<file path="config.mk">
export PLATFORM = sky130hd
export DESIGN_NAME = srecord_line_parser
export DESIGN_NICKNAME = d
export VERILOG_FILES = /design/src/hw/rtl/srp_pkg.sv /design/src/hw/rtl/srecord_line_parser.sv /design/src/hw/rtl/srp_in_stage.sv /design/src/hw/rtl/srp_parser.sv
export SDC_FILE = /design/constraint.sdc
export NUM_CORES = 1
export LEC_CHECK = 0
export CELL_PAD_IN_SITES_DETAIL_PLACEMENT = 0
export CELL_PAD_IN_SITES_GLOBAL_PLACEMENT = 1
export CORE_MARGIN = 5
export CORE_UTILIZATION = 52
export CTS_BUF_LIST = sky130_fd_sc_hd__clkbuf_2
export DETAILED_ROUTE_END_ITERATION = 7
export DONT_BUFFER_PORTS = 1
export PLACE_DENSITY_LB_ADDON = 0.1
export SLEW_MARGIN = 20
export SYNTH_ARGS = -nofsm -noshare
export SYNTH_HDL_FRONTEND = slang
export SYNTH_SLANG_ARGS = --single-unit
</file>
<file path="constraint.sdc">
create_clock -name clk_i -period 7.29 [get_ports clk_i]
set_input_delay 1.458 -clock clk_i [delete_from_list [all_inputs] [get_ports clk_i]]
set_output_delay 1.458 -clock clk_i [all_outputs]
set_load 0.02 [all_outputs]
</file>
<file path="src/hw/rtl/srp_pkg.sv">
// Shared types and helpers for the S-record line parser.
`default_nettype none

package srp_pkg;

  localparam int unsigned CharW = 8;
  localparam int unsigned AddrW = 16;
  localparam int unsigned DataW = 8;

  localparam logic [CharW-1:0] CharNewline = 8'd10;
  localparam logic [CharW-1:0] CharEndType = 8'h39;  // '9'
  localparam logic [CharW-1:0] CharLetterA = 8'h41;  // 'A'

  localparam logic [AddrW-1:0] AddrMax = 16'hFFFF;

  // Item held in the input register
  typedef struct packed {
    logic             valid;
    logic [CharW-1:0] char_in;
    logic             end_of_input;
  } in_item_t;

  // Hex digit value: letters are offset by 55, everything else by 48, mod 16
  function automatic logic [3:0] hex_digit(input logic [CharW-1:0] c);
    logic [3:0] v;
    if (c >= CharLetterA) begin
      v = c[3:0] + 4'd9;
    end else begin
      v = c[3:0];
    end
    return v;
  endfunction

endpackage

`default_nettype wire

</file>
<file path="src/hw/rtl/srecord_line_parser.sv">
// S-record line parser: decodes 16-bit-address data records (any type but 9) into byte writes and a bound summary.
//
// Input channel (in_valid_i/in_ready_o) carries one ASCII character per item in
// char_in_i; end_of_input_i marks the end of the stream and the character is then
// ignored. Output channel (out_valid_o/out_ready_i) carries at most one result per
// input item: a byte write (kind_o = 0, write_address_o/write_data_o) for each
// second hex digit of a data byte, or an address summary (kind_o = 1,
// lowest_address_o/highest_address_o) on a '9' record type or end of input.
// Throughput: one character per cycle while results are taken; the next-state logic is a
// single pass between the input register and the result register.
// A character sits in the input register until the result register is free, then any
// result it gives is loaded into the result register.
// Reset clears the parser to line start, lowest bound 0xFFFF, highest bound 0.
// After the summary every later item is consumed with no result.
// When the receiver stalls, the result is held, the input register holds one more
// item, and then in_ready_o falls until the result is taken.
`default_nettype none

module srecord_line_parser (
  input  wire logic                      clk_i,
  input  wire logic                      rst_ni,
  input  wire logic                      in_valid_i,
  output logic                           in_ready_o,
  input  wire logic [srp_pkg::CharW-1:0] char_in_i,
  input  wire logic                      end_of_input_i,
  output logic                           out_valid_o,
  input  wire logic                      out_ready_i,
  output logic                           kind_o,
  output logic [srp_pkg::AddrW-1:0]      write_address_o,
  output logic [srp_pkg::DataW-1:0]      write_data_o,
  output logic [srp_pkg::AddrW-1:0]      lowest_address_o,
  output logic [srp_pkg::AddrW-1:0]      highest_address_o
);

  srp_pkg::in_item_t item;
  logic              advance;

  srp_in_stage u_in_stage (
    .clk_i          (clk_i),
    .rst_ni         (rst_ni),
    .in_valid_i     (in_valid_i),
    .in_ready_o     (in_ready_o),
    .char_in_i      (char_in_i),
    .end_of_input_i (end_of_input_i),
    .advance_i      (advance),
    .item_o         (item)
  );

  srp_parser u_parser (
    .clk_i             (clk_i),
    .rst_ni            (rst_ni),
    .item_i            (item),
    .advance_o         (advance),
    .out_valid_o       (out_valid_o),
    .out_ready_i       (out_ready_i),
    .kind_o            (kind_o),
    .write_address_o   (write_address_o),
    .write_data_o      (write_data_o),
    .lowest_address_o  (lowest_address_o),
    .highest_address_o (highest_address_o)
  );

endmodule

`default_nettype wire

</file>
<file path="src/hw/rtl/srp_in_stage.sv">
// Input register stage of the S-record line parser.
`default_nettype none

module srp_in_stage (
  input  wire logic                      clk_i,
  input  wire logic                      rst_ni,
  input  wire logic                      in_valid_i,
  output logic                           in_ready_o,
  input  wire logic [srp_pkg::CharW-1:0] char_in_i,
  input  wire logic                      end_of_input_i,
  input  wire logic                      advance_i,
  output srp_pkg::in_item_t              item_o
);

  logic                      valid_q;
  logic [srp_pkg::CharW-1:0] char_q;
  logic                      eoi_q;

  // Take a new item when empty or when the held item moves on this cycle
  assign in_ready_o = !valid_q || advance_i;

  always_ff @(posedge clk_i or negedge rst_ni) begin
    if (!rst_ni) begin
      valid_q <= 1'b0;
    end else if (in_ready_o) begin
      valid_q <= in_valid_i;
    end
  end

  // Capture payload on accept
  always_ff @(posedge clk_i) begin
    if (in_valid_i && in_ready_o) begin
      char_q <= char_in_i;
      eoi_q  <= end_of_input_i;
    end
  end

  assign item_o.valid        = valid_q;
  assign item_o.char_in      = char_q;
  assign item_o.end_of_input = eoi_q;

endmodule

`default_nettype wire

</file>
<file path="src/hw/rtl/srp_parser.sv">
// Line state machine, address bounds and result register of the S-record parser.
`default_nettype none

module srp_parser (
  input  wire logic                      clk_i,
  input  wire logic                      rst_ni,
  input  srp_pkg::in_item_t              item_i,
  output logic                           advance_o,
  output logic                           out_valid_o,
  input  wire logic                      out_ready_i,
  output logic                           kind_o,
  output logic [srp_pkg::AddrW-1:0]      write_address_o,
  output logic [srp_pkg::DataW-1:0]      write_data_o,
  output logic [srp_pkg::AddrW-1:0]      lowest_address_o,
  output logic [srp_pkg::AddrW-1:0]      highest_address_o
);

  localparam logic [2:0] PhLineStart = 3'd0;
  localparam logic [2:0] PhType      = 3'd1;
  localparam logic [2:0] PhCount     = 3'd2;
  localparam logic [2:0] PhAddr      = 3'd3;
  localparam logic [2:0] PhData      = 3'd4;
  localparam logic [2:0] PhSkip      = 3'd5;

  logic [2:0]                phase_q, phase_d;
  logic [1:0]                digit_q, digit_d;
  logic [15:0]               acc_q, acc_d;
  logic [7:0]                left_q, left_d;
  logic [srp_pkg::AddrW-1:0] cur_q, cur_d;
  logic [srp_pkg::AddrW-1:0] min_q, min_d;
  logic [srp_pkg::AddrW-1:0] max_q, max_d;
  logic                      fin_q, fin_d;

  logic                      out_valid_q;
  logic                      kind_q;
  logic [srp_pkg::AddrW-1:0] waddr_q;
  logic [srp_pkg::DataW-1:0] wdata_q;
  logic [srp_pkg::AddrW-1:0] low_q;
  logic [srp_pkg::AddrW-1:0] high_q;

  logic                      proc;
  logic                      res_valid;
  logic                      res_kind;
  logic [srp_pkg::DataW-1:0] res_data;
  logic [3:0]                dig;
  logic [15:0]               acc_shift;
  logic [17:0]               end_ext;

  // Move the held item on when the result register is free
  assign advance_o = !out_valid_q || out_ready_i;
  assign proc      = item_i.valid && advance_o;

  assign dig       = srp_pkg::hex_digit(item_i.char_in);
  assign acc_shift = {acc_q[11:0], dig};
  // Record end address: start + count - 4, signed over 18 bits
  assign end_ext   = {2'b00, acc_shift} + {10'd0, left_q} - 18'd4;

  // Next state for one character
  always_comb begin
    phase_d   = phase_q;
    digit_d   = digit_q;
    acc_d     = acc_q;
    left_d    = left_q;
    cur_d     = cur_q;
    min_d     = min_q;
    max_d     = max_q;
    fin_d     = fin_q;
    res_valid = 1'b0;
    res_kind  = 1'b0;
    res_data  = {acc_q[3:0], dig};
    if (fin_q) begin
      // drop everything after the end
    end else if (item_i.end_of_input) begin
      fin_d     = 1'b1;
      res_valid = 1'b1;
      res_kind  = 1'b1;
    end else if (item_i.char_in == srp_pkg::CharNewline) begin
      phase_d = PhLineStart;
      digit_d = 2'd0;
      acc_d   = 16'd0;
    end else begin
      case (phase_q)
        PhLineStart: begin
          phase_d = PhType;
        end
        PhType: begin
          if (item_i.char_in == srp_pkg::CharEndType) begin
            fin_d     = 1'b1;
            res_valid = 1'b1;
            res_kind  = 1'b1;
          end else begin
            phase_d = PhCount;
            digit_d = 2'd0;
            acc_d   = 16'd0;
          end
        end
        PhCount: begin
          if (digit_q >= 2'd1) begin
            left_d  = acc_shift[7:0];
            phase_d = PhAddr;
            digit_d = 2'd0;
            acc_d   = 16'd0;
          end else begin
            acc_d   = acc_shift;
            digit_d = digit_q + 2'd1;
          end
        end
        PhAddr: begin
          if (digit_q == 2'd3) begin
            cur_d = acc_shift;
            if (acc_shift < min_q) begin
              min_d = acc_shift;
            end
            if (left_q >= 8'd3) begin
              if (!end_ext[17] && (end_ext[16:0] > {1'b0, max_q})) begin
                max_d = end_ext[16] ? srp_pkg::AddrMax : end_ext[15:0];
              end
              left_d = left_q - 8'd3;
            end else begin
              left_d = 8'd0;
            end
            phase_d = ((left_q >= 8'd4)) ? PhData : PhSkip;
            digit_d = 2'd0;
            acc_d   = 16'd0;
          end else begin
            acc_d   = acc_shift;
            digit_d = digit_q + 2'd1;
          end
        end
        PhData: begin
          if (digit_q == 2'd0) begin
            acc_d   = {12'd0, dig};
            digit_d = 2'd1;
          end else begin
            res_valid = 1'b1;
            cur_d     = cur_q + 16'd1;
            left_d    = left_q - 8'd1;
            digit_d   = 2'd0;
            acc_d     = 16'd0;
            if (left_q == 8'd1) begin
              phase_d = PhSkip;
            end
          end
        end
        default: begin
          phase_d = PhSkip;
        end
      endcase
    end
  end

  // Advance parser state
  always_ff @(posedge clk_i or negedge rst_ni) begin
    if (!rst_ni) begin
      phase_q <= PhLineStart;
      digit_q <= 2'd0;
      acc_q   <= 16'd0;
      left_q  <= 8'd0;
      cur_q   <= '0;
      min_q   <= srp_pkg::AddrMax;
      max_q   <= '0;
      fin_q   <= 1'b0;
    end else if (proc) begin
      phase_q <= phase_d;
      digit_q <= digit_d;
      acc_q   <= acc_d;
      left_q  <= left_d;
      cur_q   <= cur_d;
      min_q   <= min_d;
      max_q   <= max_d;
      fin_q   <= fin_d;
    end
  end

  // Result register valid
  always_ff @(posedge clk_i or negedge rst_ni) begin
    if (!rst_ni) begin
      out_valid_q <= 1'b0;
    end else if (advance_o) begin
      out_valid_q <= proc && res_valid;
    end
  end

  // Load result payload
  always_ff @(posedge clk_i) begin
    if (proc && res_valid) begin
      kind_q  <= res_kind;
      waddr_q <= res_kind ? '0 : cur_q;
      wdata_q <= res_kind ? '0 : res_data;
      low_q   <= res_kind ? min_q : '0;
      high_q  <= res_kind ? max_q : '0;
    end
  end

  assign out_valid_o       = out_valid_q;
  assign kind_o            = kind_q;
  assign write_address_o   = waddr_q;
  assign write_data_o      = wdata_q;
  assign lowest_address_o  = low_q;
  assign highest_address_o = high_q;

  // No result after the summary
  a_no_result_after_end: assert property (@(posedge clk_i) disable iff (!rst_ni)
    proc && fin_q |-> !res_valid)
    else $error("result produced after summary");

  // Data writes only come from the data phase
  a_write_in_data: assert property (@(posedge clk_i) disable iff (!rst_ni)
    proc && res_valid && !res_kind |-> phase_q == PhData)
    else $error("data write outside data phase");

  // A summary leaves the parser finished
  a_summary_finishes: assert property (@(posedge clk_i) disable iff (!rst_ni)
    proc && res_valid && res_kind |=> fin_q)
    else $error("summary did not finish parse");

  // The lowest address never rises
  a_min_monotonic: assert property (@(posedge clk_i) disable iff (!rst_ni)
    proc |=> min_q <= $past(min_q))
    else $error("lowest address increased");

endmodule

`default_nettype wire
</file>
---- Word level (Yosys, flattened, before mapping) ----
Index checks and enable logic that the tools add are counted.
Widths: inputs -> output; s select.
operators by class
  add/subtract/negate cells ............... 7
  order comparisons ....................... 6
  equality and inequality tests ........... 16
  muxes and demuxes ....................... 41
  bitwise gates (word level) .............. 3
  reductions and logical operators ........ 20
operator list
  operator               count
  $mux 12                4
  $mux 16                3
  $pmux 12 s4            1
  $mux 8                 4
  $pmux 16 s2            1
  $pmux 8 s3             1
  $reduce_and 8->1       3
  $mux 3                 6
  $sub 18x3->18 const B  1
  $add 16x8->17          1
  $gt 17x16->1           1
  $add 16x1->16 const B  1
  $lt 16x16->1           1
  $pmux 3 s5             1
  $reduce_and 7->1       2
  $mux 1                 12
  $ne 3x1->1 const B     3
  $eq 8x1->1 const B     1
  $eq 8x4->1 const B     1
  $eq 8x6->1 const B     1
  $ge 8x2->1 const B     1
  $ge 8x3->1 const B     1
  $ge 8x7->1 const B     1
  $mux 2                 4
  other kinds (25)       37
storage, ports and cells
  bits in registers ....................... 142
  bits of input ports ..................... 13
  output and inout port bits .............. 59
  logic and storage cells ................. 110

---- Logic depth before layout (Yosys ltp) ----
  depth in word-level cells ............... 7
  mapped depth ............................ 29
  gate-level depth less buffers ........... 27

---- Hierarchy ----
A second synthesis with hierarchy kept.
second synthesis, totals
  cells, all modules ...................... 832
  area total of the unflattened synthesis .. 8285.4 µm²
by module, submodules not included
  module        times used  cells an instance  area each (µm²)  seq. area each (µm²)
  srp_parser    1           817                7946.4           3608.5
  srp_in_stage  1           15                 339.1            295.3

---- Worst setup path before layout ----
OpenSTA, ideal clock, no wires.
  kind .................................... reg-to-reg
  start ................................... reg u_in_stage.char_q[0] (netlist bit)
  end ..................................... reg u_parser.max_q[8] (netlist bit)
  library setup time ...................... 0.121 ns
  data arrival time ....................... 6.047 ns
  required time ........................... 7.169 ns
  setup slack ............................. 1.121 ns
  stages on the path, launching flop included .. 27
  path buffers ............................ 1
  period minus slack after synthesis ...... 6.169 ns
  cells stage by stage .................... edfxtp_1 > inv_1 > ha_1 > or4b_1 > o31ai_1 > and2_1 > mux2i_1 > inv_1 > ha_1 > a21o_1 > a21oi_1 > xor2_1 > ha_1 > nand2b_1 > mux2i_1 > or4b_4 > or2_2 > xnor2_1 > ha_1 > nand4_1 > nor2_1 > a21boi_0 > o31ai_1 > a311o_1 > or3_4 > buf_6 > o22a_1
between the ends
  longest elaborated chain between the ends .. 7
  elaborated cells between the ends (all ways) .. 12
  those cells by class .................... add/sub: 3; order compare: 2; eq/ne: 1; mux: 2; bitwise: 1; reduce/logical: 3
RTL lines
  what                                                    RTL line                      source
  start, declared                                         srp_in_stage.sv:16            logic [srp_pkg::CharW-1:0] char_q;
  start signal, assigned                                  srp_in_stage.sv:33            char_q <= char_in_i;
  $ge 8x7->1 / $add 4x4->4 (equally long branches)        srp_pkg.sv:26, srp_pkg.sv:27
  $mux 4 (*)                                              srp_pkg.sv:26                 if (c >= CharLetterA) begin
  via u_parser.dig[1]                                     srp_parser.sv:45              logic [3:0] dig;
  $add 16x8->17 (*)                                       srp_parser.sv:56              assign end_ext = {2'b00, acc_shift} + {10'd0, left_q} - 18'd4;
  $sub 18x3->18 (*)                                       srp_parser.sv:56
  $gt 17x16->1 / $logic_not 1->1 (equally long branches)  srp_parser.sv:115             if (!end_ext[17] && (end_ext[16:0] > {1'b0, max_q})) begin
  $logic_and 1x1->1                                       srp_parser.sv:115
  $reduce_and 8->1 (no source line)                       -
  end signal, assigned                                    srp_parser.sv:170             max_q <= max_d;
  end, declared                                           srp_parser.sv:31              logic [srp_pkg::AddrW-1:0] max_q, max_d;
The timed path passes the listed nets; every way through them passes the cells marked *.
A chain may end at the register's enable or synchronous reset.

---- Final worst setup path ----
  start ................................... reg u_in_stage.char_q[0] (netlist bit)
  end ..................................... reg u_parser.max_q[1] (netlist bit)
The elaborated chain is that of the path after synthesis.

==> flow_summary_export.csv <==
group,metric,value,unit
route,routed_wl,20980,um
logic_synthesis,syn_avg_cell_area,10.12,sq um
power,powerDensity,289.2,mW/mm^2
clocking,cts_tree,"yes",
final_layout,layout.cells.non_filler,1035,
sta,fin_tns_setup,0,ps
setup_path,crit_top_cell,"ha_1",
clocking,cts_buffers,17,
clocking,htreeDepth,4,
grt,antenna_found_initial,1,
final_layout,fin_nets,871,
logic_synthesis,synth_flop_cell,"edfxtp_1",
flow_run,cap_viol_max_count,0,
sta,finalHoldViolations,0,
clocking,cts.sinks,142,
grt,grt_max_degree,77,
grt,overflow,0,
grt,first_global_vias,6153,
setup_path,crit_buf_inv,3,
setup_path,critPathMaxFanout,13,
grt,track_usage,0.2372,
sta,min_period_over_period,0.9324,
floorplan,core,0.01571,sq mm
sta,drv_slew,0,
run_status,status,"completed",
floorplan,io_pins,72,
placed_design,port_buffers,0,
sta,fin_crit,6797,ps
setup_path,cp.arrival,7390,ps
final_layout,fin_area,0.008645,sq mm
final_layout,layout_commonest_cell,"edfxtp_1",
logic_synthesis,synthCells,815,
logic_synthesis,ys_seq_area_frac,0.4735,
setup_path,critPathCaptureType,"flop",
logic_synthesis,yosys.cell_types.count,77,
grt,grt_pass1_wl,33910,um
sta,skew,52.44,ps
clocking,root_buffer,"clkbuf_2",
final_layout,drive_gt1_frac,0.1064,
setup_path,cpPeakStageDelay,540,ps
route,drc_errors,0,
setup_path,critPathRequiredTime,7880,ps
route,ant_nets,0,
placed_design,hpwl,15190,um
floorplan,initial_core_util,0.5247,
power,p_leak,3.551,nW
setup_path,crit_family,"simple AND/OR/NAND/NOR gates",
sta,finalSetupViolations,0,
sta,rsz0062_at_grt,"no",
setup_path,cp-start-kind,"flop",
sta,relSlewSlack,0.4984,
clocking,clockBufferDepth,2,
clocking,path_clk_slew,250,ps
power,vdd_drop_max,0.1143,mV
placed_design,dp_cells,1002,
logic_synthesis,ys_ff_latch,142,
placed_design,gp_congestion,0.8971,
route,wl_per_cell,20.27,um
min_path,hp-class,"input port to asynchronous set/reset pin",
floorplan,die_area,0.01847,sq mm
setup_path,crit_type,"flop to flop",
final_layout,syn_to_final_growth,4.857,%
logic_synthesis,ys_async_sr_fraction,0.5352,
logic_synthesis,synth_edf_count,66,
setup_path,critPathSlowestCell,"or4b_4",
logic_synthesis,synth_nets,881,
route,drt_iter0_drc,309,
floorplan,die_x,135.9,um
sta,worstMarginPinSlew,742.0,ps
sta,max_freq,147.1,MHz
floorplan,rows,46,
logic_synthesis,yosys_warnings,0,
clocking,clk_latency,720,ps
floorplan,die_h,135.9,um
final_layout,final_util,0.5502,
logic_synthesis,syn_area,0.008244,sq mm
route,drt_pass1_iterations,7,
route,viasPerCell,5.904,
final_layout,layout.cells.most_common_list,"66 x edfxtp_1, 60 x inv_1, 60 x dfrtp_1",
placed_design,place_area,0.008423,sq mm
route,vias,6111,
cells in the mapped netlist (6+ instances only):
cell type  instances  area [sq um]
a211oi_1          10         75.07
a21o_1            12         90.09
a21oi_1           55         275.3
and2_1             9         56.30
and3_1            11         68.82
clkbuf_1          29         108.9
dfrtp_1           60          1501
dfstp_2           16         420.4
edfxtp_1          66          1982
ha_1              52         650.6
inv_1             60         225.2
mux2i_1           18         180.2
nand2_1           32         120.1
nand2b_1           9         56.30
nand3_1           26         130.1
nand4_1            8         50.05
nor2_1            57         214.0
nor2b_1           23         143.9
nor3_1            44         220.2
o21ai_0           54         270.3
o22a_1            12         105.1
o22ai_1            6         37.54
xnor2_1           17         148.9
xor2_1            13         113.9
sequential cells by signal, summed over array words and instances, names as in the netlist, 2 cells and up:
| name | count |
|---|---|
| u_parser.cur_q | 16 |
| u_parser.highest_address_o | 16 |
| u_parser.lowest_address_o | 16 |
| u_parser.max_q | 16 |
| u_parser.min_q | 16 |
| u_parser.write_address_o | 16 |
| u_parser.acc_q | 12 |
| u_in_stage.char_q | 8 |
| u_parser.left_q | 8 |
| u_parser.write_data_o | 8 |
| u_parser.phase_q | 3 |
| u_parser.digit_q | 2 |
per-layer routing:
metal  GRT usage  up-vias  share of wire  wire, um
met3     0.05255       25          0.039       821
met5           0        -              0         0
met1      0.3104     2985           0.45      9520
met2      0.3999      135           0.49     10250
met4     0.06495        0          0.018       382
li1            -     2966              -         -
repair_timing:
action,CTS,global route
hold buffers,0,0
buffers inserted,0,0
gates resized for setup,0,1
setup endpoints to repair,0,8
power breakdown:
part           switching, mW  internal (mW)  total [mW]  leakage (nW)
registers              0.127          0.916        1.04          1.56
clock network          0.303          0.129       0.432         0.123
logic                  0.623          0.403        1.03          1.87
total                   1.05           1.45        2.50          3.55
worst paths after layout:
kind	end	slack, ps	cells past startpoint	start
worst max-delay path	u_parser.max_q[1]	490	26	u_in_stage.char_q[0]
max in group asynchronous	u_parser.min_q[0]	6650	0	rst_ni
min in group clk_i	u_parser.cur_q[8]	530	1	u_parser.cur_q[8]
worst min-delay path	u_parser.max_q[14]	380	0	rst_ni
worst min register to register	u_parser.cur_q[8]	530	1	u_parser.cur_q[8]
worst max register to register	u_parser.max_q[1]	490	26	u_in_stage.char_q[0]
through the flow:
stage	setup WS, ps	total power, mW	hold WS (ps)
after detailed placement	489.4	2.073	496.1
after floorplan	1121	1.790	466.1
final	493.0	2.500	381.0
after global routing	60.45	2.697	277.1
after CTS	428.1	2.507	328.7
after global placement	786.6	2.058	489.1
cell type report:
type,count,area (sq um)
Antenna cell,1,2.502
Tap cell,216,270.3
Timing Repair Buffer,10,75.07
Fill cell,1418,7068
Clock buffer,20,100.1
Inverter,60,225.2
Multi-Input combinational cell,574,3956
Sequential cell,142,3904
Clock inverter,12,111.4
kinds of logic (layout without fill, tap and decap cells):
family                   count (synthesis)  count (layout)  synth area share
AND/OR/NAND/NOR                        250             250            0.1583
AO/OA/AOI/OAI                          222             222            0.1824
flip-flops                             142             142            0.4735
buffers and inverters                   99             102           0.04932
adder cells (fa/ha/maj)                 53              53           0.08135
XOR/XNOR                                30              30           0.03187
multiplexers                            19              19           0.02322
other                                    0               1                 0
Note: power is estimated with default switching activity, not from simulation.
